--- config.mk ---
export PLATFORM = sky130hd
export DESIGN_NAME = packet_seq_to_byte_offset_core
export DESIGN_NICKNAME = d
export VERILOG_FILES = /design/src/sv/psbo_pkg.sv /design/src/sv/packet_seq_to_byte_offset_core.sv /design/src/sv/psbo_front.sv /design/src/sv/psbo_queue.sv /design/src/sv/psbo_div.sv /design/src/sv/psbo_back.sv
export SDC_FILE = /design/constraint.sdc
export NUM_CORES = 2
export LEC_CHECK = 0
export BUFFER_PORTS_ARGS = -buffer_cell sky130_fd_sc_hd__buf_4
export CAP_MARGIN = 5
export CORE_MARGIN = 2
export CORE_UTILIZATION = 60
export DETAILED_ROUTE_END_ITERATION = 8
export MAX_ROUTING_LAYER = met4
export PLACE_DENSITY_LB_ADDON = 0.15
export SLEW_MARGIN = 20
export SYNTH_ARGS = -nofsm -noshare
export SYNTH_HDL_FRONTEND = slang
export SYNTH_SLANG_ARGS = --single-unit
--- constraint.sdc ---
create_clock -name clock -period 22.9 [get_ports clock]
set_input_delay 4.58 -clock clock [delete_from_list [all_inputs] [get_ports clock]]
set_output_delay 4.58 -clock clock [all_outputs]
set_load 0.01 [all_outputs]
--- src/sv/psbo_pkg.sv ---
`timescale 1ns / 1ps

package psbo_pkg;

   localparam int unsigned SeqWidth    = 64;
   localparam int unsigned AccWidth    = 10;
   localparam int unsigned PayWidth    = 16;
   localparam int unsigned CountWidth  = 63;
   localparam int unsigned StatusWidth = 2;
   localparam int unsigned UnitShift   = 9;   // increment unit is 512
   localparam int unsigned IncWidth    = AccWidth + UnitShift;
   localparam int unsigned DivBits     = SeqWidth - UnitShift;
   localparam int unsigned DivCntWidth = 6;
   localparam int unsigned CsrIdxWidth = 4;

   localparam logic [StatusWidth-1:0] StatusAligned = 2'd0;
   localparam logic [StatusWidth-1:0] StatusLowered = 2'd1;
   localparam logic [StatusWidth-1:0] StatusRaised  = 2'd2;
   localparam logic [StatusWidth-1:0] StatusDropped = 2'd3;

   localparam logic [CsrIdxWidth-1:0] CsrAccLength    = 4'd0;
   localparam logic [CsrIdxWidth-1:0] CsrPayloadBytes = 4'd1;
   localparam logic [CsrIdxWidth-1:0] CsrStartMode    = 4'd2;
   localparam logic [CsrIdxWidth-1:0] CsrStartCount   = 4'd3;

   localparam logic [AccWidth-1:0]   AccLengthReset    = 10'd25;
   localparam logic [PayWidth-1:0]   PayloadBytesReset = 16'd4096;
   localparam logic [CountWidth-1:0] StartCountReset   = '0;

   typedef struct packed {
      logic [AccWidth-1:0]   acc_length;
      logic [PayWidth-1:0]   payload_bytes;
      logic                  start_mode;
      logic [CountWidth-1:0] start_count;
   } cfg_type;

   typedef struct packed {
      logic                drop;
      logic [SeqWidth-1:0] seq;
   } item_type;

   typedef struct packed {
      logic                start;
      logic [DivBits-1:0]  dividend;
      logic [AccWidth-1:0] divisor;
   } div_req_type;

   typedef struct packed {
      logic                done;
      logic [DivBits-1:0]  quo;
      logic [AccWidth-1:0] rem;
   } div_rsp_type;

endpackage

--- src/sv/packet_seq_to_byte_offset_core.sv ---
`timescale 1ns / 1ps

// Channel   Direction  Handshake              Payload
// req_      in         req_valid / req_stall  raw_sequence[63:0]
// rsp_      out        rsp_valid / rsp_stall  byte_offset[63:0] signed, payload_size[15:0],
//                                             status[1:0]
// csr_      in         csr_valid / csr_ready  csr_index[3:0], csr_data[63:0]
//
// A kept word's processing time is set by the 55-step iterative divider. A raise that
// wraps the sum runs the divider twice; a dropped word bypasses the divider.
// Reset is synchronous and clears the alignment offset and the registers to
// their defaults; there is no clearing pass.
// A small queue decouples input from processing, so req_stall rises only when
// it is full; a stalled result holds the processing side at its final step.

module packet_seq_to_byte_offset_core #(
   parameter int unsigned QUEUE_DEPTH = 2
) (
   input  logic                                   clock,
   input  logic                                   reset,
   input  logic                                   req_valid,
   output logic                                   req_stall,
   input  logic [psbo_pkg::SeqWidth-1:0]          req_raw_sequence,
   output logic                                   rsp_valid,
   input  logic                                   rsp_stall,
   output logic signed [psbo_pkg::SeqWidth-1:0]   rsp_byte_offset,
   output logic [psbo_pkg::PayWidth-1:0]          rsp_payload_size,
   output logic [psbo_pkg::StatusWidth-1:0]       rsp_status,
   input  logic                                   csr_valid,
   output logic                                   csr_ready,
   input  logic [psbo_pkg::CsrIdxWidth-1:0]       csr_index,
   input  logic [psbo_pkg::SeqWidth-1:0]          csr_data
);

   psbo_pkg::cfg_type     cfg_ff, cfg_in;
   logic                  csr_write;
   logic                  q_full;
   logic                  q_push;
   psbo_pkg::item_type    q_push_item;
   logic                  q_pop;
   psbo_pkg::item_type    q_head;
   logic                  q_valid;
   psbo_pkg::div_req_type div_req;
   psbo_pkg::div_rsp_type div_rsp;

   assign csr_ready = 1'b1;
   assign csr_write = csr_valid && csr_ready;

   always_comb begin
      cfg_in = cfg_ff;
      if (csr_write) begin
         case (csr_index)
            psbo_pkg::CsrAccLength: begin
               cfg_in.acc_length = csr_data[psbo_pkg::AccWidth-1:0];
            end
            psbo_pkg::CsrPayloadBytes: begin
               cfg_in.payload_bytes = csr_data[psbo_pkg::PayWidth-1:0];
            end
            psbo_pkg::CsrStartMode: begin
               cfg_in.start_mode = csr_data[0];
            end
            psbo_pkg::CsrStartCount: begin
               cfg_in.start_count = csr_data[psbo_pkg::CountWidth-1:0];
            end
            default: begin
               cfg_in = cfg_ff;
            end
         endcase
      end
   end

   always_ff @(posedge clock) begin
      if (reset) begin
         cfg_ff.acc_length    <= psbo_pkg::AccLengthReset;
         cfg_ff.payload_bytes <= psbo_pkg::PayloadBytesReset;
         cfg_ff.start_mode    <= 1'b0;
         cfg_ff.start_count   <= psbo_pkg::StartCountReset;
      end else begin
         cfg_ff <= cfg_in;
      end
   end

   psbo_front u_front (
      .req_valid        (req_valid),
      .req_stall        (req_stall),
      .req_raw_sequence (req_raw_sequence),
      .cfg              (cfg_ff),
      .q_full           (q_full),
      .q_push           (q_push),
      .q_item           (q_push_item)
   );

   psbo_queue #(
      .DEPTH (QUEUE_DEPTH)
   ) u_queue (
      .clock     (clock),
      .reset     (reset),
      .push      (q_push),
      .push_item (q_push_item),
      .pop       (q_pop),
      .head_item (q_head),
      .not_empty (q_valid),
      .full      (q_full)
   );

   psbo_div u_div (
      .clock (clock),
      .reset (reset),
      .req   (div_req),
      .rsp   (div_rsp)
   );

   psbo_back u_back (
      .clock            (clock),
      .reset            (reset),
      .cfg              (cfg_ff),
      .q_valid          (q_valid),
      .q_item           (q_head),
      .q_pop            (q_pop),
      .div_req          (div_req),
      .div_rsp          (div_rsp),
      .rsp_valid        (rsp_valid),
      .rsp_stall        (rsp_stall),
      .rsp_byte_offset  (rsp_byte_offset),
      .rsp_payload_size (rsp_payload_size),
      .rsp_status       (rsp_status)
   );

endmodule

--- src/sv/psbo_front.sv ---
`timescale 1ns / 1ps

module psbo_front (
   input  logic                                req_valid,
   output logic                                req_stall,
   input  logic [psbo_pkg::SeqWidth-1:0]       req_raw_sequence,
   input  psbo_pkg::cfg_type                   cfg,
   input  logic                                q_full,
   output logic                                q_push,
   output psbo_pkg::item_type                  q_item
);

   logic [psbo_pkg::SeqWidth-1:0] start_ext;
   logic                          below_start;

   assign start_ext   = {1'b0, cfg.start_count};
   assign below_start = req_raw_sequence < start_ext;

   assign req_stall   = q_full;
   assign q_push      = req_valid && !q_full;

   // A word below the start count is only marked here; the back end still
   // answers it in order with the other transactions.
   assign q_item.drop = cfg.start_mode && below_start;
   assign q_item.seq  = cfg.start_mode ? (req_raw_sequence - start_ext) : req_raw_sequence;

endmodule

--- src/sv/psbo_queue.sv ---
`timescale 1ns / 1ps

module psbo_queue #(
   parameter int unsigned DEPTH = 2
) (
   input  logic               clock,
   input  logic               reset,
   input  logic               push,
   input  psbo_pkg::item_type push_item,
   input  logic               pop,
   output psbo_pkg::item_type head_item,
   output logic               not_empty,
   output logic               full
);

   localparam int unsigned PtrWidth = (DEPTH > 1) ? $clog2(DEPTH) : 1;
   localparam int unsigned CntWidth = $clog2(DEPTH + 1);
   localparam logic [PtrWidth-1:0] LastPtr = PtrWidth'(DEPTH - 1);
   localparam logic [CntWidth-1:0] FullCnt = CntWidth'(DEPTH);

   psbo_pkg::item_type  mem_ff [DEPTH];
   logic [PtrWidth-1:0] wr_ptr_ff, wr_ptr_in;
   logic [PtrWidth-1:0] rd_ptr_ff, rd_ptr_in;
   logic [CntWidth-1:0] count_ff, count_in;
   logic                do_push, do_pop;

   assign not_empty = count_ff != '0;
   assign full      = count_ff == FullCnt;
   assign do_push   = push && !full;
   assign do_pop    = pop && not_empty;
   assign head_item = mem_ff[rd_ptr_ff];

   always_comb begin
      wr_ptr_in = wr_ptr_ff;
      rd_ptr_in = rd_ptr_ff;
      count_in  = count_ff;
      if (do_push) begin
         wr_ptr_in = (wr_ptr_ff == LastPtr) ? '0 : wr_ptr_ff + 1'b1;
      end
      if (do_pop) begin
         rd_ptr_in = (rd_ptr_ff == LastPtr) ? '0 : rd_ptr_ff + 1'b1;
      end
      if (do_push && !do_pop) begin
         count_in = count_ff + 1'b1;
      end else if (do_pop && !do_push) begin
         count_in = count_ff - 1'b1;
      end
   end

   always_ff @(posedge clock) begin
      if (reset) begin
         wr_ptr_ff <= '0;
         rd_ptr_ff <= '0;
         count_ff  <= '0;
      end else begin
         wr_ptr_ff <= wr_ptr_in;
         rd_ptr_ff <= rd_ptr_in;
         count_ff  <= count_in;
      end
   end

   always_ff @(posedge clock) begin
      if (do_push) begin
         mem_ff[wr_ptr_ff] <= push_item;
      end
   end

   a_count_bound: assert property (@(posedge clock) disable iff (reset)
      count_ff <= FullCnt)
      else $error("queue fill count exceeds its depth");

endmodule

--- src/sv/psbo_div.sv ---
`timescale 1ns / 1ps

module psbo_div (
   input  logic                   clock,
   input  logic                   reset,
   input  psbo_pkg::div_req_type  req,
   output psbo_pkg::div_rsp_type  rsp
);

   localparam logic [psbo_pkg::DivCntWidth-1:0] LastStep =
      psbo_pkg::DivCntWidth'(psbo_pkg::DivBits - 1);

   logic                                busy_ff, busy_in;
   logic                                done_ff, done_in;
   logic [psbo_pkg::DivCntWidth-1:0]    cnt_ff, cnt_in;
   logic [psbo_pkg::DivBits-1:0]        quo_ff, quo_in;
   logic [psbo_pkg::AccWidth-1:0]       rem_ff, rem_in;
   logic [psbo_pkg::AccWidth-1:0]       dsr_ff, dsr_in;
   logic [psbo_pkg::AccWidth:0]         trial;
   logic                                fits;

   // Restoring division, one quotient bit a cycle; the dividend shifts out
   // of the top of the quotient register as quotient bits shift in.
   assign trial = {rem_ff, quo_ff[psbo_pkg::DivBits-1]};
   assign fits  = trial >= {1'b0, dsr_ff};

   always_comb begin
      busy_in = busy_ff;
      done_in = 1'b0;
      cnt_in  = cnt_ff;
      quo_in  = quo_ff;
      rem_in  = rem_ff;
      dsr_in  = dsr_ff;
      if (req.start) begin
         busy_in = 1'b1;
         cnt_in  = LastStep;
         quo_in  = req.dividend;
         rem_in  = '0;
         dsr_in  = req.divisor;
      end else if (busy_ff) begin
         quo_in = {quo_ff[psbo_pkg::DivBits-2:0], fits};
         rem_in = fits ? psbo_pkg::AccWidth'(trial - {1'b0, dsr_ff})
                       : trial[psbo_pkg::AccWidth-1:0];
         cnt_in = cnt_ff - 1'b1;
         if (cnt_ff == '0) begin
            busy_in = 1'b0;
            done_in = 1'b1;
         end
      end
   end

   always_ff @(posedge clock) begin
      if (reset) begin
         busy_ff <= 1'b0;
         done_ff <= 1'b0;
      end else begin
         busy_ff <= busy_in;
         done_ff <= done_in;
      end
   end

   always_ff @(posedge clock) begin
      cnt_ff <= cnt_in;
      quo_ff <= quo_in;
      rem_ff <= rem_in;
      dsr_ff <= dsr_in;
   end

   assign rsp.done = done_ff;
   assign rsp.quo  = quo_ff;
   assign rsp.rem  = rem_ff;

   a_rem_below_divisor: assert property (@(posedge clock) disable iff (reset)
      done_ff |-> (rem_ff < dsr_ff))
      else $error("division remainder not below the divisor");

   a_no_restart: assert property (@(posedge clock) disable iff (reset)
      req.start |-> !busy_ff)
      else $error("division started while busy");

endmodule

--- src/sv/psbo_back.sv ---
`timescale 1ns / 1ps

module psbo_back (
   input  logic                                  clock,
   input  logic                                  reset,
   input  psbo_pkg::cfg_type                     cfg,
   input  logic                                  q_valid,
   input  psbo_pkg::item_type                    q_item,
   output logic                                  q_pop,
   output psbo_pkg::div_req_type                 div_req,
   input  psbo_pkg::div_rsp_type                 div_rsp,
   output logic                                  rsp_valid,
   input  logic                                  rsp_stall,
   output logic signed [psbo_pkg::SeqWidth-1:0]  rsp_byte_offset,
   output logic [psbo_pkg::PayWidth-1:0]         rsp_payload_size,
   output logic [psbo_pkg::StatusWidth-1:0]      rsp_status
);

   localparam int unsigned SW = psbo_pkg::SeqWidth;
   localparam int unsigned MulWidth = 32 + psbo_pkg::PayWidth;

   localparam logic [2:0] ST_IDLE   = 3'd0;
   localparam logic [2:0] ST_SUM    = 3'd1;
   localparam logic [2:0] ST_START  = 3'd2;
   localparam logic [2:0] ST_DIV    = 3'd3;
   localparam logic [2:0] ST_MUL_LO = 3'd4;
   localparam logic [2:0] ST_MUL_HI = 3'd5;
   localparam logic [2:0] ST_ADD    = 3'd6;
   localparam logic [2:0] ST_OUT    = 3'd7;

   logic [2:0]                          state_ff, state_in;
   logic [SW-1:0]                       off_ff, off_in;
   logic                                pass2_ff, pass2_in;
   logic [SW-1:0]                       seq_ff, seq_in;
   logic [SW-1:0]                       sum_ff, sum_in;
   logic                                neg_ff, neg_in;
   logic [psbo_pkg::UnitShift-1:0]      low_ff, low_in;
   logic [SW-1:0]                       quo_ff, quo_in;
   logic [psbo_pkg::StatusWidth-1:0]    status_ff, status_in;
   logic [MulWidth-1:0]                 plo_ff, plo_in;
   logic [31:0]                         phi_ff, phi_in;
   logic [SW-1:0]                       res_ff, res_in;
   logic                                rsp_valid_ff, rsp_valid_in;
   logic [SW-1:0]                       rsp_offset_ff, rsp_offset_in;
   logic [psbo_pkg::PayWidth-1:0]       rsp_size_ff, rsp_size_in;
   logic [psbo_pkg::StatusWidth-1:0]    rsp_status_ff, rsp_status_in;

   logic [psbo_pkg::AccWidth-1:0]       acc_eff;
   logic [psbo_pkg::IncWidth-1:0]       inc;
   logic [SW-1:0]                       mag;
   logic [psbo_pkg::IncWidth-1:0]       rmag;
   logic [psbo_pkg::IncWidth-1:0]       raise;
   logic [SW-1:0]                       qmag;
   logic [SW-1:0]                       qsig;
   logic [SW-1:0]                       raised_sum;
   logic [31:0]                         mul_a;
   logic [MulWidth-1:0]                 mul_p;
   logic                                out_free;

   assign acc_eff = (cfg.acc_length == '0) ? psbo_pkg::AccWidth'(1) : cfg.acc_length;
   assign inc     = {acc_eff, {psbo_pkg::UnitShift{1'b0}}};

   // The increment is 512 times the count, so the low nine bits of the
   // magnitude pass straight into the remainder and only the rest is divided.
   assign mag  = sum_ff[SW-1] ? (SW'(0) - sum_ff) : sum_ff;
   assign rmag = {div_rsp.rem, low_ff};
   assign raise = inc - rmag;
   assign qmag = {{psbo_pkg::UnitShift{1'b0}}, div_rsp.quo};
   assign qsig = neg_ff ? (SW'(0) - qmag) : qmag;
   assign raised_sum = sum_ff + SW'(raise);

   assign div_req.start    = state_ff == ST_START;
   assign div_req.dividend = mag[SW-1:psbo_pkg::UnitShift];
   assign div_req.divisor  = acc_eff;

   // One 32 by 16 multiplier serves both halves of the quotient.
   assign mul_a = (state_ff == ST_MUL_LO) ? quo_ff[31:0] : quo_ff[SW-1:32];
   assign mul_p = MulWidth'(mul_a) * MulWidth'(cfg.payload_bytes);

   assign out_free = !rsp_valid_ff || !rsp_stall;
   assign q_pop    = (state_ff == ST_IDLE) && q_valid;

   always_comb begin
      state_in      = state_ff;
      off_in        = off_ff;
      pass2_in      = pass2_ff;
      seq_in        = seq_ff;
      sum_in        = sum_ff;
      neg_in        = neg_ff;
      low_in        = low_ff;
      quo_in        = quo_ff;
      status_in     = status_ff;
      plo_in        = plo_ff;
      phi_in        = phi_ff;
      res_in        = res_ff;
      rsp_valid_in  = rsp_valid_ff && rsp_stall;
      rsp_offset_in = rsp_offset_ff;
      rsp_size_in   = rsp_size_ff;
      rsp_status_in = rsp_status_ff;

      case (state_ff)
         ST_IDLE: begin
            if (q_valid) begin
               seq_in   = q_item.seq;
               pass2_in = 1'b0;
               if (q_item.drop) begin
                  res_in    = '1;
                  status_in = psbo_pkg::StatusDropped;
                  state_in  = ST_OUT;
               end else begin
                  state_in = ST_SUM;
               end
            end
         end
         ST_SUM: begin
            sum_in   = seq_ff + off_ff;
            state_in = ST_START;
         end
         ST_START: begin
            neg_in   = sum_ff[SW-1];
            low_in   = mag[psbo_pkg::UnitShift-1:0];
            state_in = ST_DIV;
         end
         ST_DIV: begin
            if (div_rsp.done) begin
               state_in = ST_MUL_LO;
               quo_in   = qsig;
               if (pass2_ff) begin
                  // Second division after a raise that wrapped the sum:
                  // only its quotient counts.
                  pass2_in = 1'b0;
               end else if (rmag == '0) begin
                  status_in = psbo_pkg::StatusAligned;
               end else if (neg_ff || (sum_ff < SW'(inc))) begin
                  status_in = psbo_pkg::StatusLowered;
                  off_in    = neg_ff ? (off_ff + SW'(rmag)) : (off_ff - SW'(rmag));
               end else begin
                  status_in = psbo_pkg::StatusRaised;
                  off_in    = off_ff + SW'(raise);
                  if (raised_sum[SW-1]) begin
                     pass2_in = 1'b1;
                     state_in = ST_SUM;
                  end else begin
                     quo_in = qmag + SW'(1);
                  end
               end
            end
         end
         ST_MUL_LO: begin
            plo_in   = mul_p;
            state_in = ST_MUL_HI;
         end
         ST_MUL_HI: begin
            phi_in   = mul_p[31:0];
            state_in = ST_ADD;
         end
         ST_ADD: begin
            res_in   = SW'(plo_ff) + {phi_ff, 32'd0};
            state_in = ST_OUT;
         end
         ST_OUT: begin
            if (out_free) begin
               rsp_valid_in  = 1'b1;
               rsp_offset_in = res_ff;
               rsp_size_in   = cfg.payload_bytes;
               rsp_status_in = status_ff;
               state_in      = ST_IDLE;
            end
         end
         default: begin
            state_in = ST_IDLE;
         end
      endcase
   end

   always_ff @(posedge clock) begin
      if (reset) begin
         state_ff     <= ST_IDLE;
         off_ff       <= '0;
         pass2_ff     <= 1'b0;
         rsp_valid_ff <= 1'b0;
      end else begin
         state_ff     <= state_in;
         off_ff       <= off_in;
         pass2_ff     <= pass2_in;
         rsp_valid_ff <= rsp_valid_in;
      end
   end

   always_ff @(posedge clock) begin
      seq_ff        <= seq_in;
      sum_ff        <= sum_in;
      neg_ff        <= neg_in;
      low_ff        <= low_in;
      quo_ff        <= quo_in;
      status_ff     <= status_in;
      plo_ff        <= plo_in;
      phi_ff        <= phi_in;
      res_ff        <= res_in;
      rsp_offset_ff <= rsp_offset_in;
      rsp_size_ff   <= rsp_size_in;
      rsp_status_ff <= rsp_status_in;
   end

   assign rsp_valid        = rsp_valid_ff;
   assign rsp_byte_offset  = rsp_offset_ff;
   assign rsp_payload_size = rsp_size_ff;
   assign rsp_status       = rsp_status_ff;

   a_pop_nonempty: assert property (@(posedge clock) disable iff (reset)
      q_pop |-> q_valid)
      else $error("pop from an empty queue");

   a_offset_idle_stable: assert property (@(posedge clock) disable iff (reset)
      (state_ff == ST_IDLE) |=> $stable(off_ff))
      else $error("alignment offset changed outside the division step");

   a_done_in_div: assert property (@(posedge clock) disable iff (reset)
      div_rsp.done |-> (state_ff == ST_DIV))
      else $error("division finished while not awaited");

endmodule

==> run_summary.xml <==
<?xml version="1.0" encoding="UTF-8"?>
<metrics>
  <group name="power">
    <metric name="p_per_area" unit="nW/um^2">81.4</metric>
    <metric name="p_leak" unit="nW">27.5</metric>
    <metric name="worst_ir_drop_vdd" unit="uV">57.8</metric>
  </group>
  <group name="detailed_routing">
    <metric name="finalWirelength" unit="um">161000</metric>
    <metric name="routedWlPerCell" unit="um">20.7</metric>
    <metric name="drt_iter0_drc" unit="">3463</metric>
    <metric name="avgViaCountPerCell" unit="">5.95</metric>
    <metric name="drc" unit="">0</metric>
    <metric name="drtPass1Iterations" unit="">6</metric>
    <metric name="antenna_left" unit="">0</metric>
    <metric name="vias" unit="">46400</metric>
  </group>
  <group name="logic_synthesis">
    <metric name="synth-edff-count" unit="">618</metric>
    <metric name="ys_top_cells_by_area" unit="">edfxtp_1, fa_1, ha_1</metric>
    <metric name="post_synth_instance_area" unit="sq um">61400</metric>
    <metric name="yosysWarnings" unit="">0</metric>
    <metric name="synth_flop_cell" unit="">edfxtp_1</metric>
    <metric name="postSynthRegisterBits" unit="">800</metric>
    <metric name="synth_seq_area_share" unit="%">36.2</metric>
    <metric name="yosysTopAreaCellShare" unit="%">30.2</metric>
    <metric name="post_synth_net_total" unit="">7250</metric>
    <metric name="post_synth_num_cell_types" unit="">93</metric>
    <metric name="asyncSetResetFlopFracSynth" unit="%">0</metric>
    <metric name="syn_avg_cell_area" unit="sq um">9.73</metric>
    <metric name="synthCells" unit="">6311</metric>
    <metric name="post-synth-top-area-cell" unit="">edfxtp_1</metric>
  </group>
  <group name="clocking">
    <metric name="cts_resized" unit="">0</metric>
    <metric name="cts_root_buf" unit="">clkbuf_16</metric>
    <metric name="cts_buffers" unit="">86</metric>
    <metric name="path_clk_slew" unit="ps">60</metric>
    <metric name="clockBufferDepth" unit="">3</metric>
    <metric name="cts_num_sinks" unit="">800</metric>
    <metric name="cts_tree" unit="">yes</metric>
    <metric name="post_cts_buffers" unit="">0</metric>
    <metric name="ctsHoldBuffers" unit="">0</metric>
    <metric name="cts_max_level" unit="">3</metric>
    <metric name="clkLatencyLatePin" unit="ps">690</metric>
  </group>
  <group name="setup_path">
    <metric name="worst_path_most_repeated_cell" unit="">fa_1</metric>
    <metric name="critPathSlowestCell" unit="">a311oi_1</metric>
    <metric name="cp.required" unit="ps">23330</metric>
    <metric name="cpLargestDelayFamily" unit="">adder cells</metric>
    <metric name="worstPathMaxFanout" unit="">44</metric>
    <metric name="critical_path_buf_inv_count" unit="">3</metric>
    <metric name="cp_endpoint_kind" unit="">flip-flop</metric>
    <metric name="type_of_the_setup_path_with_the_least_slack" unit="">reg -&gt; reg</metric>
    <metric name="worst_r2r_path_depth" unit="">25</metric>
    <metric name="cp_num_cells" unit="">25</metric>
    <metric name="cp_slowest_stage_delay" unit="ps">670</metric>
    <metric name="start_kind" unit="">flip-flop</metric>
    <metric name="worst_ep_arrival_time" unit="ps">9940</metric>
  </group>
  <group name="global_routing">
    <metric name="first_global_vias" unit="">46400</metric>
    <metric name="largest_net_degree_at_the_start_of_global_routing" unit="">102</metric>
    <metric name="antenna_violations_before_repair" unit="">2</metric>
    <metric name="grt-ovfl-total" unit="">0</metric>
    <metric name="global_route_wire_length_before_repair" unit="um">255000</metric>
    <metric name="track_usage" unit="%">32.2</metric>
  </group>
  <group name="sta">
    <metric name="finalWorstPathRequiredPeriod" unit="ps">9520</metric>
    <metric name="timing.max_slew.rel_slack" unit="%">25.9</metric>
    <metric name="timing_hold_violations_final" unit="">0</metric>
    <metric name="timing.fmax" unit="GHz">0.105</metric>
    <metric name="postLayoutSetupSlackWorst" unit="ps">13380</metric>
    <metric name="unrepaired_setup_endpoints_after_global_routing" unit="">no</metric>
    <metric name="finalSetupViolations" unit="">0</metric>
    <metric name="drv_slew" unit="">0</metric>
    <metric name="hold_ws" unit="ps">416</metric>
    <metric name="tightestPinTransition" unit="ps">1100</metric>
    <metric name="setup-tns-final" unit="ps">0</metric>
    <metric name="finalCritPeriodShare" unit="%">41.6</metric>
    <metric name="finClkSkew" unit="ps">35.0</metric>
  </group>
  <group name="worst_hold_path">
    <metric name="holdCritPathClass" unit="">reg -&gt; reg</metric>
    <metric name="holdPathStages" unit="">0</metric>
  </group>
  <group name="floorplanning">
    <metric name="rows" unit="">117</metric>
    <metric name="die_area" unit="sq um">105000</metric>
    <metric name="starting_utilization_of_the_core_area" unit="%">60.4</metric>
    <metric name="die_x" unit="um">324</metric>
    <metric name="die-height" unit="um">324</metric>
    <metric name="boundaryPins" unit="">222</metric>
    <metric name="core_area" unit="sq um">102000</metric>
  </group>
  <group name="finish">
    <metric name="final_area" unit="sq um">67200</metric>
    <metric name="syn_to_final_growth" unit="%">9.45</metric>
    <metric name="post_layout_net_count" unit="">7297</metric>
    <metric name="final_layout_size_suffix_gt1_share" unit="%">9.86</metric>
  </group>
  <group name="placed_design">
    <metric name="placedInstanceArea" unit="sq um">64100</metric>
    <metric name="detailed_place_hpwl" unit="um">121000</metric>
    <metric name="pre_cts_slack" unit="ps">13440</metric>
    <metric name="routabilityCongestion" unit="">0.964</metric>
    <metric name="numPortBuffers" unit="">219</metric>
  </group>
  <group name="status">
    <metric name="outcome" unit="">complete, no violations</metric>
  </group>
  <group name="job">
    <metric name="maxCapViolations" unit="">0</metric>
  </group>
</metrics>
-- stage by stage --
stage	utilization [%]	instances	total power [W]
2_1_floorplan	-	6311	0.00340
3_3_place_gp	63.1	7638	0.00391
3_5_place_dp	63.1	7638	0.00395
4_1_cts	66.1	7799	0.00547
5_1_grt	66.2	7801	0.00577
6_report	66.2	7801	0.00547
-- synthesized netlist by cell type, types with 7 or more instances --
cell	count
o21ai_0	255
a221oi_1	16
a41oi_1	10
a21boi_0	18
o211ai_1	20
a21oi_1	452
mux2_2	142
nor4_1	34
nand2_1	895
inv_1	648
a211oi_1	28
nand4_1	76
or2_2	17
clkbuf_1	296
nand3b_1	7
o22ai_1	12
a31o_2	13
a211o_1	11
o21bai_1	53
o21a_1	35
a31oi_1	38
buf_1	11
o2111ai_1	8
nor3_1	85
o41ai_1	16
a311oi_1	19
and2_1	231
edfxtp_1	618
and3_1	45
or4_1	20
ha_1	379
xor2_1	186
nand3_1	99
mux2i_1	12
dfxtp_1	182
fa_1	423
nor2b_1	30
and4_1	17
nor2_1	213
nand2b_1	39
a21o_1	179
or3_1	69
o31ai_1	40
xnor2_1	205
-- cell usage in the layout, fill, tap and decap left out, types with 53 or more instances in the layout --
master     instances
dfxtp_1          180
o21ai_0          255
edfxtp_1         618
a21o_1           179
nand3_1           98
xor2_1           186
and2_1           230
xnor2_1          205
nand4_1           76
a21oi_1          450
or3_1             67
nor3_1            82
nand2_1          895
o21bai_1          53
buf_4            272
mux2_2           142
inv_1            646
nor2_1           211
clkbuf_16         89
ha_1             379
fa_1             423
-- path summary, 6_finish.rpt --
check        slack (ps)                                   end                            start
max               13380           u_back.plo_ff[47]$_DFFE_PP_  u_back.state_ff[0]$_SDFFE_PP0P_
min                 420  u_back.rsp_byte_offset[46]$_DFFE_PP_  u_back.res_ff[46]$_SDFFCE_PN1P_
max reg2reg       13380           u_back.plo_ff[47]$_DFFE_PP_  u_back.state_ff[0]$_SDFFE_PP0P_
min reg2reg         420  u_back.rsp_byte_offset[46]$_DFFE_PP_  u_back.res_ff[46]$_SDFFCE_PN1P_
-- layout make-up --
type	instances	area, sq um
Antenna cell	2	5.00
Clock buffer	98	2280
Clock inverter	63	835
Fill cell	8207	34400
Inverter	651	2450
Multi-Input combinational cell	4546	35700
Sequential cell	800	22200
Tap cell	1368	1710
Timing Repair Buffer	273	2050
-- cells by family after synthesis --
kind of cell               count (synthesis)  synth area share (%)
xor gates and xnor gates                 391                  5.58
buffers and inverters                    965                  5.93
AOI/OAI and AO/OA                       1290                  13.2
and+or+nand+nor                         1908                  14.9
DFF                                      800                  36.2
muxes                                    154                  2.80
adders and majority gates                802                  21.5
other                                      1               0.00611
-- power breakdown --
| part | switching (W) | internal (W) |
|---|---|---|
| clock | 0.000615 | 0.000898 |
| combinational | 0.00111 | 0.000638 |
| sequential | 0.000259 | 0.00195 |
-- registers in the layout, indices dropped and copies added, names as in the netlist, 2 cells and up, named ones only --
register / count
cfg_ff: 90
u_back.low_ff: 9
u_back.off_ff: 64
u_back.phi_ff: 32
u_back.plo_ff: 48
u_back.quo_ff: 57
u_back.res_ff: 64
u_back.rsp_byte_offset: 64
u_back.rsp_payload_size: 16
u_back.rsp_status: 2
u_back.seq_ff: 64
u_back.state_ff: 3
u_back.status_ff: 2
u_back.sum_ff: 64
u_div.cnt_ff: 6
u_div.dsr_ff: 10
u_div.quo_ff: 55
u_div.rem_ff: 10
u_queue.count_ff: 2
u_queue.mem_ff: 130
-- layer usage --
layer	vias to the layer above	global-route usage (%)	share of wire (%)
li1	21800	-	-
met1	22600	39.4	40
met2	1628	53.2	49
met3	435	4.15	6.0
met4	0	15.1	5.2
met5	-	-	0
Power figures use the tool's default switching activity.
